**config.mk**
```make
export PLATFORM = sky130hd
export DESIGN_NAME = chunked_body_decoder_unit
export DESIGN_NICKNAME = d
export VERILOG_FILES = /design/src/sv/cbd_pkg.sv /design/src/sv/cbd_cfg.sv /design/src/sv/cbd_in_stage.sv /design/src/sv/cbd_core.sv /design/src/sv/cbd_out_stage.sv /design/src/sv/chunked_body_decoder_unit.sv
export SDC_FILE = /design/constraint.sdc
export NUM_CORES = 1
export LEC_CHECK = 0
export ABC_CLOCK_PERIOD_IN_PS = 3100
export BUFFER_PORTS_ARGS = -buffer_cell sky130_fd_sc_hd__buf_2
export CORE_UTILIZATION = 52
export CTS_BUF_LIST = sky130_fd_sc_hd__clkbuf_16
export DETAILED_ROUTE_END_ITERATION = 12
export MAX_ROUTING_LAYER = met4
export PLACE_DENSITY = 0.78
export SLEW_MARGIN = 20
export SYNTH_ARGS = -nofsm -noshare
export SYNTH_HDL_FRONTEND = slang
export SYNTH_SLANG_ARGS = --single-unit
```
**constraint.sdc**
```tcl
create_clock -name clk -period 3.1 [get_ports clk]
set_input_delay 0 -clock clk [delete_from_list [all_inputs] [get_ports clk]]
set_output_delay 0 -clock clk [all_outputs]
set_load 0.01 [all_outputs]
```
**src/sv/cbd_pkg.sv**
```systemverilog
// Shared types, codes and character helpers for the chunked body decoder.
`default_nettype none

package cbd_pkg;

  typedef enum logic [4:0] {
    PH_SIZE        = 5'b00001,
    PH_DATA        = 5'b00010,
    PH_SKIP_FIRST  = 5'b00100,
    PH_SKIP_SECOND = 5'b01000,
    PH_DONE        = 5'b10000
  } phase_t;

  localparam logic [2:0] CAUSE_NONE      = 3'd0;
  localparam logic [2:0] CAUSE_ZERO      = 3'd1;
  localparam logic [2:0] CAUSE_INPUT_END = 3'd2;
  localparam logic [2:0] CAUSE_NO_DIGITS = 3'd3;
  localparam logic [2:0] CAUSE_OVERFLOW  = 3'd4;
  localparam logic [2:0] CAUSE_TRUNCATED = 3'd5;

  localparam logic [7:0] CHAR_CR = 8'h0D;
  localparam logic [7:0] CHAR_LF = 8'h0A;

  localparam logic CFG_IDX_PASS_THROUGH = 1'b0;

  typedef struct packed {
    logic [7:0] in_byte;
    logic       in_last;
  } in_item_t;

  typedef struct packed {
    logic [7:0] payload_byte;
    logic       byte_valid;
    logic       end_flag;
    logic [2:0] end_cause;
  } result_t;

  // Bit 4 is set when the character is a hex digit; bits 3:0 hold its value.
  function automatic logic [4:0] hex_value(input logic [7:0] c);
    logic [4:0] r;
    r = 5'd0;
    if (c >= 8'h30 && c <= 8'h39) begin
      r = {1'b1, 4'(c - 8'h30)};
    end else if (c >= 8'h61 && c <= 8'h66) begin
      r = {1'b1, 4'(c - 8'h57)};
    end else if (c >= 8'h41 && c <= 8'h46) begin
      r = {1'b1, 4'(c - 8'h37)};
    end
    return r;
  endfunction

  function automatic logic is_blank(input logic [7:0] c);
    return (c == 8'h20) || (c == 8'h09) || (c == 8'h0A) ||
           (c == 8'h0B) || (c == 8'h0C) || (c == 8'h0D);
  endfunction

endpackage

`default_nettype wire

```
**src/sv/cbd_cfg.sv**
```systemverilog
// Configuration register file on the APB-style port.
`default_nettype none

module cbd_cfg import cbd_pkg::*; (
  input  wire logic        clk,
  input  wire logic        rst,
  input  wire logic        psel,
  input  wire logic        penable,
  input  wire logic        pwrite,
  input  wire logic [2:0]  paddr,
  input  wire logic [31:0] pwdata,
  output logic [31:0]      prdata,
  output logic             pready,
  output logic             pass_through
);

  logic sel_pass_through;

  assign sel_pass_through = (paddr[2] == CFG_IDX_PASS_THROUGH);
  assign pready = 1'b1;

  always_ff @(posedge clk) begin
    if (rst) begin
      pass_through <= 1'b0;
    end else if (psel && penable && pwrite && pready && sel_pass_through) begin
      pass_through <= pwdata[0];
    end
  end

  always_comb begin
    prdata = 32'd0;
    if (sel_pass_through) begin
      prdata = {31'd0, pass_through};
    end
  end

endmodule

`default_nettype wire

```
**src/sv/cbd_in_stage.sv**
```systemverilog
// Input register that holds one accepted beat until the decoder consumes it.
`default_nettype none

module cbd_in_stage import cbd_pkg::*; (
  input  wire logic       clk,
  input  wire logic       rst,
  input  wire logic       in_valid,
  input  wire logic [7:0] in_byte,
  input  wire logic       in_last,
  input  wire logic       advance,
  output logic            in_ready,
  output logic            valid,
  output in_item_t        item
);

  assign in_ready = !valid || advance;

  always_ff @(posedge clk) begin
    if (rst) begin
      valid <= 1'b0;
    end else if (in_ready) begin
      valid <= in_valid;
    end
  end

  always_ff @(posedge clk) begin
    if (in_valid && in_ready) begin
      item.in_byte <= in_byte;
      item.in_last <= in_last;
    end
  end

endmodule

`default_nettype wire

```
**src/sv/cbd_core.sv**
```systemverilog
// Decoder state and the per-beat next-state and result logic.
`default_nettype none

module cbd_core import cbd_pkg::*; #(
  parameter int SIZE_BITS = 32
) (
  input  wire logic     clk,
  input  wire logic     rst,
  input  wire logic     advance,
  input  wire in_item_t item,
  input  wire logic     pass_through,
  output logic          emit,
  output result_t       res
);

  phase_t               phase, phase_next;
  logic [SIZE_BITS-1:0] size_accumulator, size_accumulator_next;
  logic                 digits_seen, digits_seen_next;
  logic                 digits_stopped, digits_stopped_next;
  logic                 previous_was_cr, previous_was_cr_next;
  logic [SIZE_BITS-1:0] bytes_remaining, bytes_remaining_next;

  always_comb begin
    logic [7:0]           b;
    logic                 last;
    logic [4:0]           h;
    logic [SIZE_BITS-1:0] rem_dec;
    logic                 do_finish;
    logic                 fin_valid;
    logic [2:0]           fin_cause;
    logic                 do_rearm;

    b         = item.in_byte;
    last      = item.in_last;
    h         = hex_value(b);
    rem_dec   = (bytes_remaining != '0) ? bytes_remaining - 1'b1 : bytes_remaining;
    do_finish = 1'b0;
    fin_valid = 1'b0;
    fin_cause = CAUSE_NONE;
    do_rearm  = 1'b0;

    phase_next            = phase;
    size_accumulator_next = size_accumulator;
    digits_seen_next      = digits_seen;
    digits_stopped_next   = digits_stopped;
    previous_was_cr_next  = previous_was_cr;
    bytes_remaining_next  = bytes_remaining;
    emit = 1'b0;
    res  = '0;

    if (pass_through) begin
      emit             = 1'b1;
      res.payload_byte = b;
      res.byte_valid   = 1'b1;
      if (last) begin
        res.end_flag  = 1'b1;
        res.end_cause = CAUSE_INPUT_END;
        do_rearm      = 1'b1;
      end
    end else begin
      case (phase)
        PH_SIZE: begin
          if (b == CHAR_LF && previous_was_cr) begin
            if (!digits_seen) begin
              do_finish = 1'b1;
              fin_cause = CAUSE_NO_DIGITS;
            end else if (size_accumulator == '0) begin
              do_finish = 1'b1;
              fin_cause = CAUSE_ZERO;
            end else if (last) begin
              do_finish = 1'b1;
              fin_cause = CAUSE_TRUNCATED;
            end else begin
              bytes_remaining_next = size_accumulator;
              phase_next           = PH_DATA;
              previous_was_cr_next = 1'b0;
            end
          end else begin
            previous_was_cr_next = (b == CHAR_CR);
            if (!digits_stopped) begin
              if (h[4]) begin
                if (size_accumulator[SIZE_BITS-1 -: 4] != 4'd0) begin
                  do_finish = 1'b1;
                  fin_cause = CAUSE_OVERFLOW;
                end else begin
                  size_accumulator_next = {size_accumulator[SIZE_BITS-5:0], h[3:0]};
                  digits_seen_next      = 1'b1;
                end
              end else if (digits_seen || !is_blank(b)) begin
                digits_stopped_next = 1'b1;
              end
            end
            if (!do_finish && last) begin
              do_finish = 1'b1;
              fin_cause = CAUSE_INPUT_END;
            end
          end
        end
        PH_DATA: begin
          bytes_remaining_next = rem_dec;
          emit             = 1'b1;
          res.payload_byte = b;
          res.byte_valid   = 1'b1;
          if (rem_dec == '0) begin
            if (last) begin
              do_finish = 1'b1;
              fin_valid = 1'b1;
              fin_cause = CAUSE_INPUT_END;
            end else begin
              phase_next = PH_SKIP_FIRST;
            end
          end else if (last) begin
            do_finish = 1'b1;
            fin_valid = 1'b1;
            fin_cause = CAUSE_TRUNCATED;
          end
        end
        PH_SKIP_FIRST: begin
          if (last) begin
            do_finish = 1'b1;
            fin_cause = CAUSE_INPUT_END;
          end else begin
            phase_next = PH_SKIP_SECOND;
          end
        end
        PH_SKIP_SECOND: begin
          if (last) begin
            do_finish = 1'b1;
            fin_cause = CAUSE_INPUT_END;
          end else begin
            do_rearm = 1'b1;
          end
        end
        PH_DONE: begin
          do_rearm = last;
        end
        default: begin
          do_rearm = 1'b1;
        end
      endcase

      if (do_finish) begin
        emit             = 1'b1;
        res.payload_byte = fin_valid ? b : 8'd0;
        res.byte_valid   = fin_valid;
        res.end_flag     = 1'b1;
        res.end_cause    = fin_cause;
        if (last) begin
          do_rearm = 1'b1;
        end else begin
          phase_next = PH_DONE;
        end
      end
    end

    if (do_rearm) begin
      phase_next            = PH_SIZE;
      size_accumulator_next = '0;
      digits_seen_next      = 1'b0;
      digits_stopped_next   = 1'b0;
      previous_was_cr_next  = 1'b0;
      bytes_remaining_next  = '0;
    end
  end

  always_ff @(posedge clk) begin
    if (rst) begin
      phase            <= PH_SIZE;
      size_accumulator <= '0;
      digits_seen      <= 1'b0;
      digits_stopped   <= 1'b0;
      previous_was_cr  <= 1'b0;
      bytes_remaining  <= '0;
    end else if (advance) begin
      phase            <= phase_next;
      size_accumulator <= size_accumulator_next;
      digits_seen      <= digits_seen_next;
      digits_stopped   <= digits_stopped_next;
      previous_was_cr  <= previous_was_cr_next;
      bytes_remaining  <= bytes_remaining_next;
    end
  end

endmodule

`default_nettype wire

```
**src/sv/cbd_out_stage.sv**
```systemverilog
// Result register that presents one beat on the output channel.
`default_nettype none

module cbd_out_stage import cbd_pkg::*; (
  input  wire logic    clk,
  input  wire logic    rst,
  input  wire logic    load,
  input  wire result_t res,
  input  wire logic    out_ready,
  output logic         out_valid,
  output logic         free,
  output result_t      out_res
);

  assign free = !out_valid || out_ready;

  always_ff @(posedge clk) begin
    if (rst) begin
      out_valid <= 1'b0;
    end else if (load) begin
      out_valid <= 1'b1;
    end else if (out_ready) begin
      out_valid <= 1'b0;
    end
  end

  always_ff @(posedge clk) begin
    if (load) begin
      out_res <= res;
    end
  end

endmodule

`default_nettype wire

```
**src/sv/chunked_body_decoder_unit.sv**
```systemverilog
// Top level of the chunked body decoder.
// A beat waits in the input register until the result register is free; its result, if any,
// is loaded there. Throughput: one beat per cycle unless the output stalls; the input register
// and the result register decouple the two channels; the decoder state updates once per beat.
// Reset: synchronous and active high; it empties both registers, returns the decoder to the
// start of a size line and clears pass-through mode.
`default_nettype none

module chunked_body_decoder_unit import cbd_pkg::*; #(
  parameter int SIZE_BITS = 32
) (
  input  wire logic        clk,
  input  wire logic        rst,
  input  wire logic        psel,
  input  wire logic        penable,
  input  wire logic        pwrite,
  input  wire logic [2:0]  paddr,
  input  wire logic [31:0] pwdata,
  output logic [31:0]      prdata,
  output logic             pready,
  input  wire logic        in_valid,
  output logic             in_ready,
  input  wire logic [7:0]  in_byte,
  input  wire logic        in_last,
  output logic             out_valid,
  input  wire logic        out_ready,
  output logic [7:0]       payload_byte,
  output logic             byte_valid,
  output logic             end_flag,
  output logic [2:0]       end_cause
);

  logic     pass_through;
  logic     s1_valid;
  in_item_t s1_item;
  logic     out_free;
  logic     advance;
  logic     emit;
  result_t  core_res;
  result_t  out_res;

  assign advance = s1_valid && out_free;

  cbd_cfg u_cfg (
    .clk          (clk),
    .rst          (rst),
    .psel         (psel),
    .penable      (penable),
    .pwrite       (pwrite),
    .paddr        (paddr),
    .pwdata       (pwdata),
    .prdata       (prdata),
    .pready       (pready),
    .pass_through (pass_through)
  );

  cbd_in_stage u_in_stage (
    .clk      (clk),
    .rst      (rst),
    .in_valid (in_valid),
    .in_byte  (in_byte),
    .in_last  (in_last),
    .advance  (advance),
    .in_ready (in_ready),
    .valid    (s1_valid),
    .item     (s1_item)
  );

  cbd_core #(
    .SIZE_BITS (SIZE_BITS)
  ) u_core (
    .clk          (clk),
    .rst          (rst),
    .advance      (advance),
    .item         (s1_item),
    .pass_through (pass_through),
    .emit         (emit),
    .res          (core_res)
  );

  cbd_out_stage u_out_stage (
    .clk       (clk),
    .rst       (rst),
    .load      (advance && emit),
    .res       (core_res),
    .out_ready (out_ready),
    .out_valid (out_valid),
    .free      (out_free),
    .out_res   (out_res)
  );

  assign payload_byte = out_res.payload_byte;
  assign byte_valid   = out_res.byte_valid;
  assign end_flag     = out_res.end_flag;
  assign end_cause    = out_res.end_cause;

endmodule

`default_nettype wire
```
==> results of run 1 <==
==> layout make-up <==
class | instances | area, µm² | area share (%)
timing repair buffer | 117 | 842 | 12.1
sequential | 97 | 2160 | 31.1
clock inverter | 7 | 63.8 | 0.916
multi-input combinational | 590 | 3450 | 49.5
tap | 140 | 175 | 2.51
clock buffer | 9 | 225 | 3.23
inverter | 12 | 45.0 | 0.647
==> power by group through the flow <==
| stage | sequential [mW] | combinational [mW] | clock, mW |
|---|---|---|---|
| 3_3_place_gp | 1.35 | 0.155 | 0 |
| 4_1_cts | 1.32 | 0.172 | 1.13 |
| 5_1_grt | 1.32 | 0.199 | 1.19 |
| 2_1_floorplan | 1.35 | 0.136 | 0 |
| 3_5_place_dp | 1.35 | 0.160 | 0 |
| 6_report | 1.32 | 0.183 | 1.13 |
==> cells by family (layout without fill, tap and decap cells) <==
| logic type | count (synthesis) | count (layout) | synth area share [%] |
|---|---|---|---|
| AOI/OAI and AO/OA | 198 | 198 | 21.1 |
| xor gates and xnor gates | 15 | 15 | 2.23 |
| adders and majority gates | 6 | 6 | 1.27 |
| buffers and inverters | 99 | 145 | 8.71 |
| DFF | 97 | 97 | 36.7 |
| muxes | 2 | 2 | 0.340 |
| other | 2 | 32 | 0.128 |
| and+or+nand+nor | 337 | 337 | 29.5 |
==> cell usage after synthesis, drive strengths merged, types with 12 or more instances <==
master / count / area share (%)
clkbuf: 49 / 3.1
dfxtp: 75 / 25
a21oi: 82 / 7.0
nand3: 46 / 3.9
buf: 38 / 4.8
nor3: 17 / 1.4
nor4: 31 / 4.8
inv: 12 / 0.76
nor2b: 13 / 1.4
nor2: 84 / 5.4
nand2: 90 / 5.9
o21ai: 37 / 3.1
edfxtp: 22 / 11
==> worst min-delay path: cells and delay by family <==
| kind | cells | cell delay (ns) |
|---|---|---|
| and+or+nand+nor | 2 | 0.17 |
| muxes | 1 | 0.08 |
| buffers and inverters | 1 | 0.10 |
==> sequential cells by signal (all words and copies together) (netlist names) <==
signal                   count
u_core.previous_was_cr       1
u_in_stage.valid             1
u_core.digits_seen           1
u_cfg.pass_through           1
u_core.phase                 5
u_in_stage.item              9
u_core.size_accumulator     32
u_core.bytes_remaining      32
u_core.digits_stopped        1
u_out_stage.out_res         13
u_out_stage.out_valid        1
==> stage by stage <==
| stage | instances | power (mW) |
|---|---|---|
| final | 972 | 2.64 |
| after global routing | 972 | 2.71 |
| after CTS | 965 | 2.62 |
| after detailed placement | 934 | 1.51 |
| after global placement | 934 | 1.50 |
| after floorplan | 786 | 1.48 |
==> path summary, 6_finish.rpt <==
| kind | start | to | cells after the start |
|---|---|---|---|
| min reg2reg | u_core.size_accumulator[31]$_SDFFE_PP0P_ | u_core.size_accumulator[31]$_SDFFE_PP0P_ | 2 |
| max | u_core.bytes_remaining[2]$_SDFFE_PP0P_ | u_out_stage.out_res[1]$_DFFE_PP_ | 12 |
| max reg2reg | u_core.bytes_remaining[2]$_SDFFE_PP0P_ | u_out_stage.out_res[1]$_DFFE_PP_ | 12 |
| min | pwrite | u_cfg.pass_through$_SDFFE_PP0P_ | 4 |
==> timing repair <==
item / CTS / global route
hold buffers: 12 / 0
pin swaps: 6 / 13
buffers inserted: 3 / 7
endpoints found under the hold margin: 12 / 0
setup endpoints to repair: 2 / 43
gates resized for setup: 6 / 18
==> layer usage <==
layer | wire (µm) | part of all wire, %
met1 | 7430 | 42
met5 | 0 | 0
met4 | 516 | 2.9
met3 | 1630 | 9.2
met2 | 8090 | 46
==> impl_metrics.ini, run 1 <==
[run_status]
status = complete, no violations

[clock_network]
clk_path_buf_depth = 2
root_buffer = clkbuf_16
cts_tree = yes
clk_latency_ns = 0.36
clk_pin_slew_ns = 0.07
cts_buffers = 9
htree_levels = 3
cts_num_sinks = 97

[critical_path]
worstPathBufferInverterCount = 4
startpoint_type = flop
crit_path_frequent_cell = buf_4
slowest_stage = or4_4
cp_max_fo = 7
endpoint_kind = flop
cp.arrival_ns = 3.14
critPathTopFamily = simple AND/OR/NAND/NOR gates
slowest_delay_ns = 0.57
critPathRequiredTime_ns = 3.21
r2r_slack_ns = 0.08
worstPathCellList = or4_4 -> buf_4 -> nor4_4 -> buf_4 -> o31ai_2 -> buf_4 -> nor4_1 -> nor4_2 -> nand4_1 -> nor4_4 -> buf_4 -> a31o_1
worstSetupPathType = reg -> reg

[detailed_routing]
ant_nets = 0
drt_iter0_markers = 613
avgRoutedWirePerCell_um = 18.2
wirelength_um = 17700
dr.pass1.iters = 5
via_per_inst = 6.24
vias = 6064
drc = 0

[floorplanning]
num_rows = 38
die-width_um = 108
die_y_um = 108
initial_utilization_pct = 53.9
io_pins = 99
fp.dieArea_um2 = 11800
coreArea_um2 = 10900

[logic_synthesis]
synth-seq-cells = 97
syn_area_um2 = 5890
yosys_warnings = 0
synth_top_flop_cell = dfxtp_1
synth_edf_count = 22
async_reset_ff_share_pct = 0
syn_inst = 756
synth_cell_types = 70
ys_seq_area_share_pct = 36.7
post_synth.cell_area_avg_um2 = 7.79

[place]
place_area_um2 = 6360
gp_congestion = 1.00
hpwl_um = 12200
numPortBuffers = 33
dp_slack_ns = -0.0141

[grt]
gr-total-overflow = 0
grt.met2_usage_pct = 45.7
first_global_vias = 5420
grt_max_degree = 48
grt.met1_usage_pct = 42.4
met3_usage_pct = 6.03
grt_pass1_wl_um = 27500
busiest_layer = met2
antenna_found_initial = 0
grt_usage_pct = 31.5

[power]
leakagePower_nw = 2.67
irDropWorstVdd_mv = 0.350
switchingPower_mw = 0.651
power_frac_seq_pct = 50.1
sw_frac_of_total_pct = 24.7
cellPowerDensity_nw_per_um2 = 379
p_clk_share_pct = 42.9
pwr-share-comb_pct = 6.9
intPower_mw = 1.99

[layout]
utilization_pct = 63.7
final_common_cell = nand2_1
layout-drive-gt1-share_pct = 19.2
n_fill_cell = 938
final_cell_mix = nand2_1 (89), nor2_1 (82), a21oi_1 (82), dfxtp_1 (74), buf_4 (70)
diodes = 0
design_area_um2 = 6970
nets = 884
syn_to_final_growth_pct = 18.3

[timing]
max_freq_ghz = 0.331
hold_slack_ns = 0.0250
period_share_pct = 97.5
finalCriticalPeriod_ns = 3.02
setup_slack_ns = 0.0777
slew_headroom_pct = 43.7
report.final.slew_viol_count = 0
setup_viol = 0
hold_viol = 0
setup_tns_ns = 0
tightest_slew_ns = 0.823
skew_ns = 0.0104

[worst_hold_path]
min_path_type = in -> reg

[job]
drv_cap = 0
No activity file was read; power rests on OpenSTA's default activity.
==> run 2, diff against run 1 <==
CORE_UTILIZATION = 45   (was 52)
PLACE_DENSITY = 0.69   (was 0.78)
==> impl_metrics.ini, run 2 (synthesis gave the netlist of run 1 again) <==
[run_status]
status = complete, no violations

[detailed_routing]
dr.pass1.iters = 5
avgRoutedWirePerCell_um = 17.6
ant_nets = 0
vias = 6090
via_per_inst = 5.98
wirelength_um = 17900
drt_iter0_markers = 614
drc = 0

[timing]
hold_viol = 0
report.final.slew_viol_count = 0
hold_slack_ns = 0.0137
tightest_slew_ns = 0.930
skew_ns = 0.00815
rsz0062_at_grt = true
max_freq_ghz = 0.326
finalCriticalPeriod_ns = 3.07
slew_headroom_pct = 36.4
setup_viol = 0
period_share_pct = 98.9

[layout]
nets = 899
diodes = 0
design_area_um2 = 7170
ff_latch_area_um2 = 2170
multi_input_area_um2 = 3470
final_cell_count_no_fill = 1019
syn_to_final_growth_pct = 21.7
n_fill_cell = 1182
final_cell_mix = nand2_1 (89), nor2_1 (83), a21oi_1 (82), buf_4 (79), dfxtp_1 (73)
layout-drive-gt1-share_pct = 20.8
reg_top3 = u_core.bytes_remaining (32), u_core.size_accumulator (32), u_out_stage.out_res (13)
final_common_cell = nand2_1

[critical_path]
cp_max_fo = 8
critPathRequiredTime_ns = 3.19
worstSetupPathType = reg -> reg
endpoint_kind = flop
startpoint_type = flop
cp.arrival_ns = 3.16

[place]
numPortBuffers = 33
dp_cells = 979
hpwl_um = 12600
gp_congestion = 1.04
place_area_um2 = 6500

[grt]
antenna_found_initial = 0
first_global_vias = 5573
grt_pass1_wl_um = 28200
grt_max_degree = 40
gr-total-overflow = 0
grt_usage_pct = 28.1

[floorplanning]
die_y_um = 116
io_pins = 99
initial_utilization_pct = 46.5
fp.dieArea_um2 = 13500
die-width_um = 116
coreArea_um2 = 12700
num_rows = 41

[clock_network]
clk_pin_slew_ns = 0.07
root_buffer = clkbuf_16
clk_latency_ns = 0.36
clk_path_buf_depth = 2
htree_levels = 3
cts_tree = yes
cts_buffers = 9
cts_num_sinks = 97

[worst_hold_path]
min_path_type = in -> reg

[power]
p_total_mw = 2.66
cellPowerDensity_nw_per_um2 = 372
leakagePower_nw = 2.78
irDropWorstVdd_mv = 0.327

[job]
drv_cap = 0
## run 2: routing by layer
layer	share of wire (%)	track usage [%]
met2	46	42.7
met5	0	-
met1	42	37.0
met4	2.8	11.5
met3	8.5	4.57
## run 2: cell type report
type	instances	share of cell area, %
clock buffers	9	3.14
clock inverters	7	1.05
inverters	12	0.628
multi-input cells	590	48.3
flip-flops and latches	97	30.2
well taps	172	3.00
repair buffers	132	13.6
## run 2: where the power goes
| part | internal, mW | leakage [nW] | switching (mW) |
|---|---|---|---|
| combinational | 0.0627 | 1.83 | 0.124 |
| sequential | 1.31 | 0.807 | 0.0144 |
| clock | 0.633 | 0.142 | 0.524 |
| total | 2.00 | 2.78 | 0.662 |
## run 2: path summary, 6_finish.rpt
path / start / endpoint / slack, ns / depth (start not counted)
hold / removal: pwrite / u_cfg.pass_through$_SDFFE_PP0P_ / 0.01 / 4
hold reg to reg: u_core.size_accumulator[31]$_SDFFE_PP0P_ / u_core.size_accumulator[31]$_SDFFE_PP0P_ / 0.48 / 2
setup reg to reg: u_core.bytes_remaining[8]$_SDFFE_PP0P_ / u_out_stage.out_res[2]$_SDFFCE_PP0P_ / 0.03 / 10
setup / recovery: u_core.bytes_remaining[8]$_SDFFE_PP0P_ / u_out_stage.out_res[2]$_SDFFCE_PP0P_ / 0.03 / 10
## run 2: worst max-delay path, stage by stage (launching register included)
cell and delay [ns]:
dfxtp_4 0.37, or4_4 0.55, nor4_4 0.28, buf_4 0.19, buf_4 0.12, nand3_1 0.08, nor3_2 0.20, xnor2_1 0.20
nand4_1 0.21, nor4_4 0.46, o32ai_2 0.14
## run 2: repair_timing
action | in CTS | in global routing
pin swaps | 0 | 18
buffers inserted | 0 | 11
hold buffers | 13 | 0
setup endpoints to repair | 2 | 40
resized for setup | 1 | 33
hold endpoints to repair | 12 | 0
## run 2: metrics by stage
stage | setup WS, ns | setup TNS, ns | util [%]
after global routing | -0.0409 | -0.0714 | 56.6
final | 0.0332 | 0 | 56.6
after detailed placement | 0.00307 | 0 | 51.3
after global placement | 0.0244 | 0 | 51.3
after floorplan | 0.0658 | 0 | -
after CTS | 0.0144 | 0 | 54.8
